==> src/rtl/mshs_pkg.sv <==
// shared types, codes and defaults for the mount slew and homing sequencer
package mshs_pkg;

    localparam int TIME_BITS_DEF = 32;
    localparam int CFG_ADDR_W    = 3;
    localparam int CFG_DATA_W    = 16;

    localparam logic [15:0] FAST_POLL_RST   = 16'd500;
    localparam logic [15:0] SLOW_POLL_RST   = 16'd250;
    localparam logic [3:0]  FAST_RATE_RST   = 4'd9;
    localparam logic [3:0]  MEDIUM_RATE_RST = 4'd6;
    localparam logic [3:0]  SLOW_RATE_RST   = 4'd4;

    typedef enum logic [CFG_ADDR_W-1:0] {
        REG_FAST_POLL   = 3'd0,
        REG_SLOW_POLL   = 3'd1,
        REG_FAST_RATE   = 3'd2,
        REG_MEDIUM_RATE = 3'd3,
        REG_SLOW_RATE   = 3'd4
    } reg_idx_t;

    typedef enum logic [1:0] {
        MODE_NONE  = 2'd0,
        MODE_GOTO  = 2'd1,
        MODE_ABORT = 2'd2,
        MODE_HOME  = 2'd3
    } mode_t;

    typedef enum logic [1:0] {
        KIND_NONE        = 2'd0,
        KIND_POLE_FAST   = 2'd1,
        KIND_TARGET_FAST = 2'd2,
        KIND_TARGET_SLOW = 2'd3
    } goto_kind_t;

    typedef enum logic [8:0] {
        PH_IDLE  = 9'b000000001,
        PH_FLIP  = 9'b000000010,
        PH_FAST  = 9'b000000100,
        PH_SLOW  = 9'b000001000,
        PH_DSEEK = 9'b000010000,
        PH_F1    = 9'b000100000,
        PH_F2    = 9'b001000000,
        PH_S1    = 9'b010000000,
        PH_S2    = 9'b100000000
    } phase_t;

    typedef struct packed {
        logic [15:0] fast_poll_ms;
        logic [15:0] slow_poll_ms;
        logic [3:0]  fast_rate;
        logic [3:0]  medium_rate;
        logic [3:0]  slow_rate;
    } cfg_t;

    typedef struct packed {
        logic [1:0]  mode;
        logic        flip_needed;
        logic        slew_done;
        logic        position_synced;
        logic        dec_blocked;
        logic        ra_blocked;
        logic [31:0] now_ms;
    } item_t;

    typedef struct packed {
        phase_t phase;
        logic   ra_done;
        logic   dec_stop;
        logic   seek_dir;
        logic   aligned;
    } ctl_t;

    typedef struct packed {
        logic       dec_cmd_valid;
        logic       dec_dir;
        logic [3:0] dec_rate;
        logic       ra_cmd_valid;
        logic       ra_dir;
        logic [3:0] ra_rate;
        logic [1:0] goto_kind;
        logic       set_home;
        logic       busy_res;
        logic       is_aligned;
        logic [3:0] phase;
    } res_t;

    function automatic logic [3:0] phase_code(input phase_t ph);
        logic [3:0] code;
        code = 4'd0;
        case (ph)
            PH_IDLE:  code = 4'd0;
            PH_FLIP:  code = 4'd1;
            PH_FAST:  code = 4'd2;
            PH_SLOW:  code = 4'd3;
            PH_DSEEK: code = 4'd4;
            PH_F1:    code = 4'd5;
            PH_F2:    code = 4'd6;
            PH_S1:    code = 4'd7;
            PH_S2:    code = 4'd8;
            default:  code = 4'd0;
        endcase
        return code;
    endfunction

endpackage

==> src/rtl/mshs_cfg.sv <==
// configuration register file for poll intervals and axis rates
module mshs_cfg (
    input  logic                                clk,
    input  logic                                rst_n,
    input  logic                                cfg_we,
    input  logic [mshs_pkg::CFG_ADDR_W-1:0]     cfg_addr,
    input  logic [mshs_pkg::CFG_DATA_W-1:0]     cfg_wdata,
    output mshs_pkg::cfg_t                      cfg
);
    import mshs_pkg::*;

    cfg_t cfg_reg;

    always_ff @(posedge clk or negedge rst_n)
    begin
        if (!rst_n)
        begin
            cfg_reg.fast_poll_ms <= FAST_POLL_RST;
            cfg_reg.slow_poll_ms <= SLOW_POLL_RST;
            cfg_reg.fast_rate    <= FAST_RATE_RST;
            cfg_reg.medium_rate  <= MEDIUM_RATE_RST;
            cfg_reg.slow_rate    <= SLOW_RATE_RST;
        end
        else if (cfg_we)
        begin
            case (cfg_addr)
                REG_FAST_POLL:   cfg_reg.fast_poll_ms <= cfg_wdata;
                REG_SLOW_POLL:   cfg_reg.slow_poll_ms <= cfg_wdata;
                REG_FAST_RATE:   cfg_reg.fast_rate    <= cfg_wdata[3:0];
                REG_MEDIUM_RATE: cfg_reg.medium_rate  <= cfg_wdata[3:0];
                REG_SLOW_RATE:   cfg_reg.slow_rate    <= cfg_wdata[3:0];
                default:         ;
            endcase
        end
    end

    assign cfg = cfg_reg;

endmodule

==> src/rtl/mshs_step.sv <==
// next-state and result logic for one polled request
module mshs_step #(
    parameter int TIME_BITS = mshs_pkg::TIME_BITS_DEF
) (
    input  mshs_pkg::item_t         item,
    input  mshs_pkg::cfg_t          cfg,
    input  mshs_pkg::ctl_t          ctl,
    input  logic [TIME_BITS-1:0]    timer,
    output mshs_pkg::ctl_t          ctl_next,
    output logic [TIME_BITS-1:0]    timer_next,
    output mshs_pkg::res_t          res
);
    import mshs_pkg::*;

    localparam int NOW_W = (TIME_BITS > 32) ? TIME_BITS : 32;

    logic [NOW_W-1:0]     now_w;
    logic [TIME_BITS-1:0] now_t;
    logic [TIME_BITS-1:0] elapsed;
    logic                 fast_poll_hit;
    logic                 slow_poll_hit;

    // per-pass settings
    logic                 want_blocked;
    logic                 next_dir;
    logic [3:0]           next_rate;
    phase_t               next_phase;
    logic                 finish;

    logic                 dec_hit;
    logic                 ra_hit;
    logic                 dec_stop_n;
    logic                 ra_done_n;

    ctl_t                 c;
    logic                 d_v;
    logic                 d_d;
    logic [3:0]           d_r;
    logic                 r_v;
    logic                 r_d;
    logic [3:0]           r_r;
    logic [1:0]           kind;
    logic                 home;

    assign now_w         = NOW_W'(item.now_ms);
    assign now_t         = now_w[TIME_BITS-1:0];
    assign elapsed       = now_t - timer;
    assign fast_poll_hit = elapsed > TIME_BITS'(cfg.fast_poll_ms);
    assign slow_poll_hit = elapsed > TIME_BITS'(cfg.slow_poll_ms);

    always_comb
    begin
        want_blocked = 1'b0;
        next_dir     = 1'b0;
        next_rate    = 4'd0;
        next_phase   = PH_IDLE;
        finish       = 1'b0;
        case (ctl.phase)
            PH_F1:
            begin
                want_blocked = 1'b0;
                next_dir     = 1'b1;
                next_rate    = cfg.fast_rate;
                next_phase   = PH_F2;
            end
            PH_F2:
            begin
                want_blocked = 1'b1;
                next_dir     = 1'b0;
                next_rate    = cfg.medium_rate;
                next_phase   = PH_S1;
            end
            PH_S1:
            begin
                want_blocked = 1'b0;
                next_dir     = 1'b1;
                next_rate    = cfg.slow_rate;
                next_phase   = PH_S2;
            end
            PH_S2:
            begin
                want_blocked = 1'b1;
                finish       = 1'b1;
            end
            default: ;
        endcase
    end

    assign dec_hit    = !ctl.dec_stop && (item.dec_blocked == want_blocked);
    assign ra_hit     = !ctl.ra_done && (item.ra_blocked == want_blocked);
    assign dec_stop_n = ctl.dec_stop || dec_hit;
    assign ra_done_n  = ctl.ra_done || ra_hit;

    always_comb
    begin
        c          = ctl;
        timer_next = timer;
        d_v        = 1'b0;
        d_d        = 1'b0;
        d_r        = 4'd0;
        r_v        = 1'b0;
        r_d        = 1'b0;
        r_r        = 4'd0;
        kind       = KIND_NONE;
        home       = 1'b0;

        if (item.mode == MODE_ABORT)
        begin
            d_v     = 1'b1;
            r_v     = 1'b1;
            c.phase = PH_IDLE;
        end
        else
        begin
            case (ctl.phase)
                PH_FLIP, PH_FAST:
                begin
                    if (fast_poll_hit)
                    begin
                        timer_next = now_t;
                        if (item.slew_done)
                        begin
                            if (ctl.phase == PH_FLIP)
                            begin
                                if (item.position_synced)
                                    kind = KIND_TARGET_FAST;
                                c.phase = PH_FAST;
                            end
                            else
                            begin
                                if (item.position_synced)
                                    kind = KIND_TARGET_SLOW;
                                c.phase = PH_SLOW;
                            end
                        end
                    end
                end
                PH_SLOW:
                begin
                    if (slow_poll_hit)
                    begin
                        timer_next = now_t;
                        if (item.slew_done)
                            c.phase = PH_IDLE;
                    end
                end
                PH_DSEEK:
                begin
                    if (ctl.seek_dir == item.dec_blocked)
                    begin
                        d_v        = 1'b1;
                        d_r        = cfg.fast_rate;
                        r_v        = 1'b1;
                        r_r        = cfg.fast_rate;
                        c.ra_done  = 1'b0;
                        c.dec_stop = 1'b0;
                        c.phase    = PH_F1;
                    end
                end
                PH_F1, PH_F2, PH_S1, PH_S2:
                begin
                    // stop each axis on its sensor edge
                    if (dec_hit)
                        d_v = 1'b1;
                    if (ra_hit)
                        r_v = 1'b1;
                    c.dec_stop = dec_stop_n;
                    c.ra_done  = ra_done_n;
                    if (dec_stop_n && ra_done_n)
                    begin
                        if (finish)
                        begin
                            home      = 1'b1;
                            c.aligned = 1'b1;
                            c.phase   = PH_IDLE;
                        end
                        else
                        begin
                            c.ra_done  = 1'b0;
                            c.dec_stop = 1'b0;
                            d_v        = 1'b1;
                            d_d        = next_dir;
                            d_r        = next_rate;
                            r_v        = 1'b1;
                            r_d        = next_dir;
                            r_r        = next_rate;
                            c.phase    = next_phase;
                        end
                    end
                end
                default:
                begin
                    c.phase = PH_IDLE;
                    if (item.mode == MODE_GOTO)
                    begin
                        timer_next = now_t;
                        if (item.flip_needed)
                        begin
                            if (item.position_synced)
                                kind = KIND_POLE_FAST;
                            c.phase = PH_FLIP;
                        end
                        else
                        begin
                            if (item.position_synced)
                                kind = KIND_TARGET_FAST;
                            c.phase = PH_FAST;
                        end
                    end
                    else if (item.mode == MODE_HOME)
                    begin
                        c.seek_dir = !item.dec_blocked;
                        d_v        = 1'b1;
                        d_d        = !item.dec_blocked;
                        d_r        = cfg.fast_rate;
                        c.aligned  = 1'b0;
                        c.phase    = PH_DSEEK;
                    end
                end
            endcase
        end
    end

    assign ctl_next = c;

    always_comb
    begin
        res.dec_cmd_valid = d_v;
        res.dec_dir       = d_d;
        res.dec_rate      = d_r;
        res.ra_cmd_valid  = r_v;
        res.ra_dir        = r_d;
        res.ra_rate       = r_r;
        res.goto_kind     = kind;
        res.set_home      = home;
        res.busy_res      = (c.phase != PH_IDLE);
        res.is_aligned    = c.aligned;
        res.phase         = phase_code(c.phase);
    end

endmodule

==> src/rtl/mount_slew_and_homing_sequencer.sv <==
// top level: request register, sequencer state, result register
//
// A two-axis mount sequencer polled once per request. The input channel
// (in_valid / in_ready) carries a command, status flags, the two home
// sensor levels and a millisecond time. The output channel (out_valid /
// out_ready) carries one result per request: the last move command for
// each axis, the goto kind, a set-home pulse and the phase after the step.
// A request is registered on acceptance and passes through the step logic
// into the result register once the result slot is free, and its result
// is offered from there. One request per clock is taken while out_ready
// stays high; the step logic is a single pass of compares and muxes.
// A stalled receiver holds the result register and the request register
// then fills, after which in_ready drops; nothing is lost or repeated.
// Reset clears the sequencer to idle, not aligned, timer zero, and loads
// the default poll intervals and rates. Configuration writes take effect
// at the clock edge on which cfg_we is high and belong in idle time.
module mount_slew_and_homing_sequencer #(
    parameter int TIME_BITS = mshs_pkg::TIME_BITS_DEF
) (
    input  logic                              clk,
    input  logic                              rst_n,
    input  logic                              cfg_we,
    input  logic [mshs_pkg::CFG_ADDR_W-1:0]   cfg_addr,
    input  logic [mshs_pkg::CFG_DATA_W-1:0]   cfg_wdata,
    input  logic                              in_valid,
    output logic                              in_ready,
    input  logic [1:0]                        mode,
    input  logic                              flip_needed,
    input  logic                              slew_done,
    input  logic                              position_synced,
    input  logic                              dec_blocked,
    input  logic                              ra_blocked,
    input  logic [31:0]                       now_ms,
    output logic                              out_valid,
    input  logic                              out_ready,
    output logic                              dec_cmd_valid,
    output logic                              dec_dir,
    output logic [3:0]                        dec_rate,
    output logic                              ra_cmd_valid,
    output logic                              ra_dir,
    output logic [3:0]                        ra_rate,
    output logic [1:0]                        goto_kind,
    output logic                              set_home,
    output logic                              busy_res,
    output logic                              is_aligned,
    output logic [3:0]                        phase
);
    import mshs_pkg::*;

    cfg_t                 cfg;
    item_t                item_reg;
    logic                 item_valid_reg;
    ctl_t                 ctl_reg;
    ctl_t                 ctl_next;
    logic [TIME_BITS-1:0] timer_reg;
    logic [TIME_BITS-1:0] timer_next;
    res_t                 res_next;
    res_t                 res_reg;
    logic                 out_valid_reg;
    logic                 advance;
    logic                 in_take;

    mshs_cfg u_cfg (
        .clk       (clk),
        .rst_n     (rst_n),
        .cfg_we    (cfg_we),
        .cfg_addr  (cfg_addr),
        .cfg_wdata (cfg_wdata),
        .cfg       (cfg)
    );

    mshs_step #(
        .TIME_BITS (TIME_BITS)
    ) u_step (
        .item       (item_reg),
        .cfg        (cfg),
        .ctl        (ctl_reg),
        .timer      (timer_reg),
        .ctl_next   (ctl_next),
        .timer_next (timer_next),
        .res        (res_next)
    );

    // the registered request moves on whenever the result slot is free
    assign advance  = item_valid_reg && (!out_valid_reg || out_ready);
    assign in_ready = !item_valid_reg || advance;
    assign in_take  = in_valid && in_ready;

    always_ff @(posedge clk or negedge rst_n)
    begin
        if (!rst_n)
        begin
            item_valid_reg <= 1'b0;
            out_valid_reg  <= 1'b0;
            ctl_reg        <= '{phase: PH_IDLE, ra_done: 1'b0, dec_stop: 1'b0,
                                seek_dir: 1'b0, aligned: 1'b0};
            timer_reg      <= '0;
        end
        else
        begin
            if (in_take)
                item_valid_reg <= 1'b1;
            else if (advance)
                item_valid_reg <= 1'b0;

            if (advance)
                out_valid_reg <= 1'b1;
            else if (out_ready)
                out_valid_reg <= 1'b0;

            if (advance)
            begin
                ctl_reg   <= ctl_next;
                timer_reg <= timer_next;
            end
        end
    end

    always_ff @(posedge clk)
    begin
        if (in_take)
        begin
            item_reg.mode            <= mode;
            item_reg.flip_needed     <= flip_needed;
            item_reg.slew_done       <= slew_done;
            item_reg.position_synced <= position_synced;
            item_reg.dec_blocked     <= dec_blocked;
            item_reg.ra_blocked      <= ra_blocked;
            item_reg.now_ms          <= now_ms;
        end
        if (advance)
            res_reg <= res_next;
    end

    assign out_valid     = out_valid_reg;
    assign dec_cmd_valid = res_reg.dec_cmd_valid;
    assign dec_dir       = res_reg.dec_dir;
    assign dec_rate      = res_reg.dec_rate;
    assign ra_cmd_valid  = res_reg.ra_cmd_valid;
    assign ra_dir        = res_reg.ra_dir;
    assign ra_rate       = res_reg.ra_rate;
    assign goto_kind     = res_reg.goto_kind;
    assign set_home      = res_reg.set_home;
    assign busy_res      = res_reg.busy_res;
    assign is_aligned    = res_reg.is_aligned;
    assign phase         = res_reg.phase;

endmodule
==> config.mk <==
export PLATFORM = sky130hd
export DESIGN_NAME = mount_slew_and_homing_sequencer
export DESIGN_NICKNAME = d
export VERILOG_FILES = /design/src/rtl/mshs_pkg.sv /design/src/rtl/mshs_cfg.sv /design/src/rtl/mshs_step.sv /design/src/rtl/mount_slew_and_homing_sequencer.sv
export SDC_FILE = /design/constraint.sdc
export NUM_CORES = 1
export LEC_CHECK = 0
export BUFFER_PORTS_ARGS = -buffer_cell sky130_fd_sc_hd__buf_2
export CORE_MARGIN = 1.5
export CORE_UTILIZATION = 55
export CTS_CLUSTER_DIAMETER = 60
export DETAILED_ROUTE_END_ITERATION = 16
export GPL_TIMING_DRIVEN = 0
export PLACE_DENSITY = 0.86
export SKIP_LAST_GASP = 1
export SLEW_MARGIN = 20
export SYNTH_ARGS = -nofsm -noshare
export SYNTH_HDL_FRONTEND = slang
export SYNTH_SLANG_ARGS = --single-unit
==> constraint.sdc <==
create_clock -name clk -period 5.1 [get_ports clk]
set_clock_uncertainty 0.05 [all_clocks]
set_input_delay 1.02 -clock clk [delete_from_list [all_inputs] [get_ports clk]]
set_output_delay 1.02 -clock clk [all_outputs]
set_load 0.05 [all_outputs]
# == Word-level counts from Yosys, hierarchy flattened ==
# Cells that the tools add are included.
# Widths: inputs -> output; s select.
# word_totals
word_cells,176
register_bits,151
# op_classes
order_cmp,2
n_addsub,1
bitwise,6
eq_ne,30
muxes,68
n_reduce_logical,38
# op_table
op,n
$mux 32,3
$pmux 32 s3,1
$gt 32x16->1,2
$mux 9,7
$pmux 9 s4,1
$pmux 4 s8,1
$sub 32x32->32,1
$mux 1,27
$pmux 9 s3,1
$mux 4,6
$pmux 4 s3,2
$mux 11,2
$eq 9x2->1 const B,2
$eq 9x3->1 const B,2
$eq 9x4->1 const B,2
$eq 9x5->1 const B,2
$eq 9x6->1 const B,2
$eq 9x7->1 const B,2
$eq 9x8->1 const B,2
$eq 9x9->1 const B,2
$mux 2,8
$reduce_and 2->1,5
$ne 9x1->1 const B,1
$pmux 2 s2,2
28 further kinds,59

# == Longest topological paths before layout ==
# Gate-level depths: netlist (run 1).
# depth
word_depth,12
mapped_depth,23
ltp_nobuf,22

# == Modules after synthesis ==
# A second synthesis (run 1) with hierarchy kept.
# hier_totals
cells_unflattened,898
area_unflattened_um2,9816.9
# by_module_without_submodules
module,seq_area_each_um2,cells_per_inst,n_inst,area_each_um2
mshs_step,0.0,639,1,4371.7
mount_slew_and_homing_sequencer,2979.1,163,1,3732.3
mshs_cfg,1122.3,96,1,1712.9

# == Worst setup path after synthesis (run 1) ==
# OpenSTA, ideal clock, no wires.
# synth_path
kind,reg2reg
startpoint,reg item_reg[4] (netlist bit)
endpoint,"reg res_reg (netlist bit phase[1]), data pin"
n_path_buf,0
stages_incl_launch_ff,22
t_arrival_ns,4.213
setup_time_ns,0.272
period_less_slack_ns,4.535
setup_slack_ns,0.565
path_cell_list,edfxtp_1 > ha_1 > a21o_2 > a31o_2 > o21ai_1 > a21o_1 > and2_1 > o21ai_0 > xor2_1 > ha_1 > nand3_1 > or3_1 > nor2_1 > o21a_1 > a2111oi_0 > a21oi_1 > o22ai_1 > nand2b_1 > o21ai_0 > a21oi_1 > nor2_1 > or4b_1
# synth_lines
item,line_no,text
from (decl),mount_slew_and_homing_sequencer.sv:51,item_t item_reg;
to (signal assigned),mount_slew_and_homing_sequencer.sv:132,res_reg <= res_next;
to (decl),mount_slew_and_homing_sequencer.sv:58,res_t res_reg;

==> results of run 1 <==
cell type report:
class / count / area [um^2]
plain buffers: 29 / 204
fillers: 1164 / 5050
flip-flops and latches: 151 / 4100
repair buffers: 97 / 554
clock inverters: 8 / 100
multi-input cells: 625 / 4330
inverters: 77 / 289
clock buffers: 24 / 483
well taps: 211 / 264
final timing paths:
path / startpoint / endpoint / slack (ns) / depth (start not counted)
worst max-delay path: item_reg[0]$_DFFE_PP_ / phase[1]$_DFFE_PP_ / 0.14 / 21
worst min-delay path: item_reg[16]$_DFFE_PP_ / timer_reg[16]$_DFFE_PN0P_ / 0.44 / 2
worst max register to register: item_reg[0]$_DFFE_PP_ / phase[1]$_DFFE_PP_ / 0.14 / 21
worst min register to register: item_reg[16]$_DFFE_PP_ / timer_reg[16]$_DFFE_PN0P_ / 0.44 / 2
max in group asynchronous: rst_n / u_cfg.cfg[36]$_DFFE_PN1P_ / 3.89 / 2
min in group asynchronous: rst_n / u_cfg.cfg[10]$_DFFE_PN0P_ / 0.46 / 1
timing repair:
action / 4_1_cts / 5_1_grt
buffers inserted: 4 / 6
gates resized for setup: 7 / 48
gates cloned: 0 / 0
pin swaps: 2 / 12
setup endpoints to repair: 36 / 42
layout by cell type, fill, tap and decap left out, drive strengths merged, types with 12 or more instances in the layout:
cell type,count
a21o,27
a21oi,47
buf,108
clkbuf,42
dfrtp,73
dfstp,18
edfxtp,60
ha,63
inv,76
mux2,18
nand2,115
nand3,14
nand4,15
nor2,35
nor3,18
o21a,14
o21ai,94
xnor2,12
per-layer routing:
metal | track usage [%] | wire, um | up-vias
met5 | 0 | 0 | -
met4 | 10.6 | 562 | 0
met3 | 4.54 | 1090 | 47
li1 | - | - | 3409
met2 | 41.3 | 9800 | 252
met1 | 31.0 | 8410 | 3434
metrics by stage:
| stage | worst slack [ns] | std cells |
|---|---|---|
| after floorplan | 0.565 | 882 |
| after global placement | -0.728 | 1178 |
| after detailed placement | -0.856 | 1180 |
| after CTS | -0.000527 | 1216 |
| after global routing | -0.0984 | 1222 |
| final | 0.143 | 1222 |
Yosys cell counts, drive strengths merged, types with 15 or more instances:
cell type  number
dfrtp          73
nor2           35
nand2         115
inv            76
mux2           18
ha             63
nand4          15
a21o           27
a21oi          47
edfxtp         60
clkbuf         21
dfstp          18
nor3           18
o21ai          94
kinds of logic after synthesis:
family                     Yosys count  share of synthesized area (%)
and+or+nand+nor                    268                           15.3
AOI/OAI and AO/OA                  249                           18.1
DFF                                151                           46.9
buffers and inverters              106                           5.55
adders and majority gates           65                           9.35
xor gates and xnor gates            23                           2.30
muxes                               20                           2.55
worst max-delay path, delay by kind of cell, from the launching register on:
kind            cells  cell delay (ns)
flops               1             0.39
compound gates      8             1.41
fa+ha+maj           3             0.70
buf+inv             2             0.23
simple gates        7             1.71
xor+xnor            1             0.18
report_power, final:
| group | leakage [nW] | switching (mW) | internal, mW |
|---|---|---|---|
| registers | 1.68 | 0.109 | 1.55 |
| logic | 2.51 | 1.88 | 1.35 |
| clock network | 0.283 | 0.487 | 0.761 |
==> impl_metrics.toml, run 1 <==
[outcome]
status = "complete, no violations"

[timing]
fin_crit_sh_pct = 97.2
hold_viol = 0
slew_violations = 0
finalSetupViolations = 0
setup_tns_ns = 0
worstMarginPinSlew_ns = 0.927
fin_crit_ns = 4.96
slew_headroom_pct = 37.8
fmax_mhz = 202
whs_ns = 0.443
grt_setup_unrepaired = "true"

[yosys]
netlist_instances = 882
yosysTopAreaCellShare_pct = 20.9
synth_nets = 1009
netlist_top_cells_area = "dfrtp_1, edfxtp_1, ha_1"
synth_seq_cells = 151
yosysSeqAreaShare_pct = 46.9
yosys.area.top_type = "dfrtp_1"
yosys.cell_types.count = 84
synth_edf_count = 60
synth_warnings = 0
synth-main-ff-cell = "dfrtp_1"
synthArstFlopShare_pct = 60.3
synth_area_um2 = 8750
postSynthAreaPerCell_um2 = 9.92

[worst_setup_path]
critPathRequiredTime_ns = 5.22
slowest_delay_ns = 0.49
cp_cell_sequence = "inv_1, ha_2, fa_2, and2b_2, o2111ai_4, nand2_2, a21oi_2, o21ai_1, xor2_1, buf_4, ha_1, nand4_1, o21ai_1, nor2_1, nor3_4, o22ai_1, nand2b_1, o21ai_4, o21ai_0, a21oi_1, or4b_4"
arrival_ns = 5.08
crit_path_max_fanout = 6
critPathKind = "reg -> reg"
end_kind = "register"
crit_path_start_kind = "register"
crit_top_cell = "o21ai_1"
slowest_stage = "or4b_4"

[routing]
dr.first_iter.drc_count = 681
vias = 7142
wire_per_inst_um = 16.2
drc = 0
via_per_inst = 5.84
drt-total-wl_um = 19900
dr.pass1.iters = 5
ant_nets = 0

[cts]
clk_path_buf_depth = 2
clock-root-buffer = "clkbuf_16"
cts_num_sinks = 151
numCtsBuffers = 17
cts_tree = "yes"
clkTransAtPathRegs_ns = 0.06
clk_latency_ns = 0.43
cts_htree_levels = 4
cts-hold-fix-buffers = 0

[worst_hold_path]
holdCritPathClass = "reg -> reg"

[die]
core_um2 = 15400
rows = 45
fp.dieW_um = 129
initial_utilization_pct = 56.9
die_h_um = 129
io_pins = 86
die-area_um2 = 16700

[power]
p_leak_nw = 4.47
power_density_nw_per_um2 = 595
finalPower_mw = 6.14
irDropWorstVdd_uv = 307

[flow_run]
drv_cap = 0

[global_routing]
grt_use_total_pct = 24.5
overflow = 0
grt_first_pass_wirelength_um = 31800
grt_max_degree = 51
antenna_found_initial = 0
grt_pass1_vias = 6847

[layout]
fin_util_pct = 67.2
largest_register_ff_count = 44
fin_nets = 1125
fin_area_um2 = 10300
drive_above_1_share_pct = 22.5
diodes = 0
syn_to_final_growth_pct = 18.0

[place]
hpwl_um = 14200
numPortBuffers = 85
place_area_um2 = 9490
place_congestion = 0.950
(Power assumes the default switching activity.)
==> run 2, diff against run 1 <==
--- a/config.mk
+++ b/config.mk
@@ -6,14 +6,16 @@
 export NUM_CORES = 1
 export LEC_CHECK = 0
 export BUFFER_PORTS_ARGS = -buffer_cell sky130_fd_sc_hd__buf_2
+export CORE_ASPECT_RATIO = 1.2
 export CORE_MARGIN = 1.5
 export CORE_UTILIZATION = 55
 export CTS_CLUSTER_DIAMETER = 60
 export DETAILED_ROUTE_END_ITERATION = 16
 export GPL_TIMING_DRIVEN = 0
-export PLACE_DENSITY = 0.86
+export PLACE_DENSITY = 0.85
 export SKIP_LAST_GASP = 1
 export SLEW_MARGIN = 20
 export SYNTH_ARGS = -nofsm -noshare
 export SYNTH_HDL_FRONTEND = slang
+export SYNTH_HIERARCHICAL = 1
 export SYNTH_SLANG_ARGS = --single-unit
==> run 2 against run 1 <==
Net effect: combinational power up 22%; synthesized area up 12%; count of clock-buffer cells in the layout down 4; clock power down 10%; non-clock buffer count up 5; sequential share of layout area down 3.6 points; design area up 10%; worst setup slack worse by 0.099 ns; core utilization down 2.3 points; synthesized cell count up 1.8%; critical path type unchanged; highest routed layer is now met5.
==> impl_metrics.toml, run 2 <==
[worst_setup_path]
ff2ff_setup_slack_ns = 0.04
rr_worst_depth = 25
slowest_stage = "dfrtp_1"
r2r_start = "timer_reg[4]$_DFFE_PN0P_"
end_kind = "register"
arrival_ns = 5.31
crit_path_max_fanout = 10
r2r-end = "timer_reg[30]$_DFFE_PN0P_"
critPathKind = "reg -> reg"
crit_top_cell = "a21oi_2"
critPathBufInv = 4
cp_top_family = "compound AO/OA/AOI/OAI gates"
critPathRequiredTime_ns = 5.36
slowest_delay_ns = 0.39
crit_path_start_kind = "register"

[power]
power_density_nw_per_um2 = 603
combPwrFrac_pct = 57.5
finalPower_mw = 6.85
p_seq_share_pct = 26.1
p_leak_nw = 5.24
irDropWorstVdd_uv = 301
internal_power_mw = 4.00
switching_power_mw = 2.85
clock_power_share_pct = 16.4
p_sw_share_pct = 41.6

[routing]
drt-total-wl_um = 22600
via_per_inst = 5.87
dr.pass1.iters = 5
dr.first_iter.drc_count = 402
ant_nets = 0
vias = 7346
wire_per_inst_um = 18.0
drc = 0

[layout]
largest_register_ff_count = 44
nFillCells = 1351
diodes = 0
fin_area_um2 = 11400
drive_above_1_share_pct = 32.1
fin_nets = 1146
final_cell_mix = "buf_2, inv_1, dfrtp_1"
final_common_cell = "buf_2"
syn_to_final_growth_pct = 15.7
regArea_um2 = 4100
multi_input_area_um2 = 5340

[yosys]
synth-compound-area-share_pct = 14.1
yosys.cell_types.count = 74
yosys.area.top_type = "dfrtp_1"
netlist_instances = 898
netlist_top_cells_area = "dfrtp_1, edfxtp_1, mux2_4"
synth_most_common_cell = "inv_1"
yosys-top-cells-count = "inv_1, dfrtp_1, mux2_4"
synth_mux_area_share_pct = 16.6
synth_warnings = 6
synth_area_um2 = 9820
synth_top_family_by_area = "multiplexers"
synth_fa_ha_area_share_pct = 8.23
synth-main-ff-cell = "dfrtp_1"
postSynthAreaPerCell_um2 = 10.9
synthArstFlopShare_pct = 60.3
yosysSeqAreaShare_pct = 41.8
synth_seq_cells = 151
synth_nets = 1025
synth_xor_area_share_pct = 2.41
yosysTopAreaCellShare_pct = 18.6
synth_edf_count = 60
yosys.area_share.simple_pct = 11.4

[global_routing]
grt_first_pass_wirelength_um = 36400
grt_pass1_vias = 7353
antenna_found_initial = 2
grt_use_total_pct = 24.5
grt_max_degree = 68
overflow = 0

[cts]
clkTransAtPathRegs_ns = 0.06
clk_latency_ns = 0.43
cts_htree_levels = 4
cts_tree = "yes"
clock-root-buffer = "clkbuf_16"
cts-hold-fix-buffers = 0
clk_path_buf_depth = 2
numCtsBuffers = 17
cts_num_sinks = 151

[outcome]
status = "complete, no violations"

[timing]
fin_crit_sh_pct = 99.1
finalSetupViolations = 0
slew_headroom_pct = 42.4
worstMarginPinSlew_ns = 0.856
fin_crit_ns = 5.06
slew_violations = 0
fmax_mhz = 198
hold_viol = 0

[flow_run]
drv_cap = 0

[place]
place_congestion = 0.888
place_area_um2 = 10600
hpwl_um = 16300
numPortBuffers = 85

[die]
initial_utilization_pct = 56.1
core_um2 = 17500
fp.dieW_um = 125
die_h_um = 149
die-area_um2 = 18700
rows = 53
io_pins = 86

[worst_hold_path]
holdCritPathClass = "in -> async"
==> run 2: cell count changes in the layout (fill, tap and decap cells not counted), sizes merged, moves of 5 or more <==
cell / change
inv: +8
nand2: -58
xnor2: +5
buf: +14
o21ai: -57
o211a: +6
nor2: +21
clkbuf: -13
and2: -8
a221oi: +5
mux2: +102
a21oi: +21
==> run 2: final cells by class <==
type                       instances  area share [%]
buffer                            29            2.09
tap                              220            2.42
clock inverter                    12           0.683
timing repair buffer             102            5.21
clock buffer                      20            3.84
inverter                          81            2.68
sequential                       151            36.1
multi-input combinational        637            47.0
==> run 2: what timing repair did <==
item	in CTS	in global routing
endpoints found under the setup margin	29	36
buffers inserted	3	12
resized for setup	6	28
pin swaps	3	18
==> run 2: routing by layer <==
metal / global-route usage (%) / up-vias / share of wire, %
met5: 0 / - / 0.12
met4: 10.2 / 4 / 2.2
met3: 4.88 / 48 / 3.9
met2: 43.0 / 203 / 51
met1: 29.5 / 3564 / 43
li1: - / 3527 / -
==> run 2: how the worst max path moves through the flow <==
stage                                      to                      from  slack (ns)  cells after the start
finish              timer_reg[30]$_DFFE_PN0P_  timer_reg[4]$_DFFE_PN0P_        0.04                     25
detailed placement  timer_reg[30]$_DFFE_PN0P_     item_reg[4]$_DFFE_PP_       -0.16                     23
global route        timer_reg[28]$_DFFE_PN0P_  timer_reg[4]$_DFFE_PN0P_       -0.11                     25
floorplan           timer_reg[10]$_DFFE_PN0P_     item_reg[4]$_DFFE_PP_        0.58                     23
CTS                 timer_reg[28]$_DFFE_PN0P_     item_reg[4]$_DFFE_PP_        0.01                     23
global placement    timer_reg[29]$_DFFE_PN0P_     item_reg[4]$_DFFE_PP_      -0.009                     23
==> run 2: kinds of logic after synthesis <==
family	Yosys count
AND/OR/NAND/NOR	215
AO/OA/AOI/OAI	209
flip-flops	151
multiplexers	122
buffers and inverters	110
adder cells (fa/ha/maj)	64
XOR/XNOR	27
==> run 2: metrics by stage <==
stage | setup TNS [ns] | utilization [%] | hold WS (ns) | instances | setup WS [ns]
2_1_floorplan | 0 | - | 0.429 | 898 | 0.577
3_3_place_gp | -0.0506 | 60.1 | 0.438 | 1203 | -0.00864
3_5_place_dp | -4.41 | 60.4 | 0.445 | 1205 | -0.165
4_1_cts | 0 | 63.7 | 0.400 | 1240 | 0.0136
5_1_grt | -2.75 | 64.9 | 0.403 | 1252 | -0.113
6_report | 0 | 64.9 | 0.399 | 1252 | 0.0438
==> run 2: power by group through the flow <==
| stage | combinational, mW | clock [mW] | sequential [mW] |
|---|---|---|---|
| 6_report | 3.94 | 1.12 | 1.79 |
| 5_1_grt | 4.30 | 1.20 | 1.83 |
| 4_1_cts | 3.63 | 1.14 | 1.78 |
| 3_5_place_dp | 3.56 | 0 | 1.79 |
| 3_3_place_gp | 3.45 | 0 | 1.78 |
| 2_1_floorplan | 2.76 | 0 | 1.82 |
==> run 2: worst register-to-register path: stages, from the launching register on <==
cell and delay, ns:
dfrtp_1 0.39, inv_2 0.07, ha_4 0.27, a21o_1 0.23
a211o_1 0.27, o21ai_1 0.12, nand2_1 0.11, buf_4 0.17
a21o_1 0.19, a21oi_2 0.19, xnor2_2 0.12, ha_1 0.34
nand4_1 0.18, nor4_4 0.22, o21ai_1 0.11, o211ai_1 0.20
a21oi_2 0.14, a21oi_2 0.11, nor2_1 0.05, nand2_1 0.11
nor2_1 0.06, or3_4 0.37, buf_6 0.16, buf_12 0.15
mux2_4 0.31, mux2_4 0.27
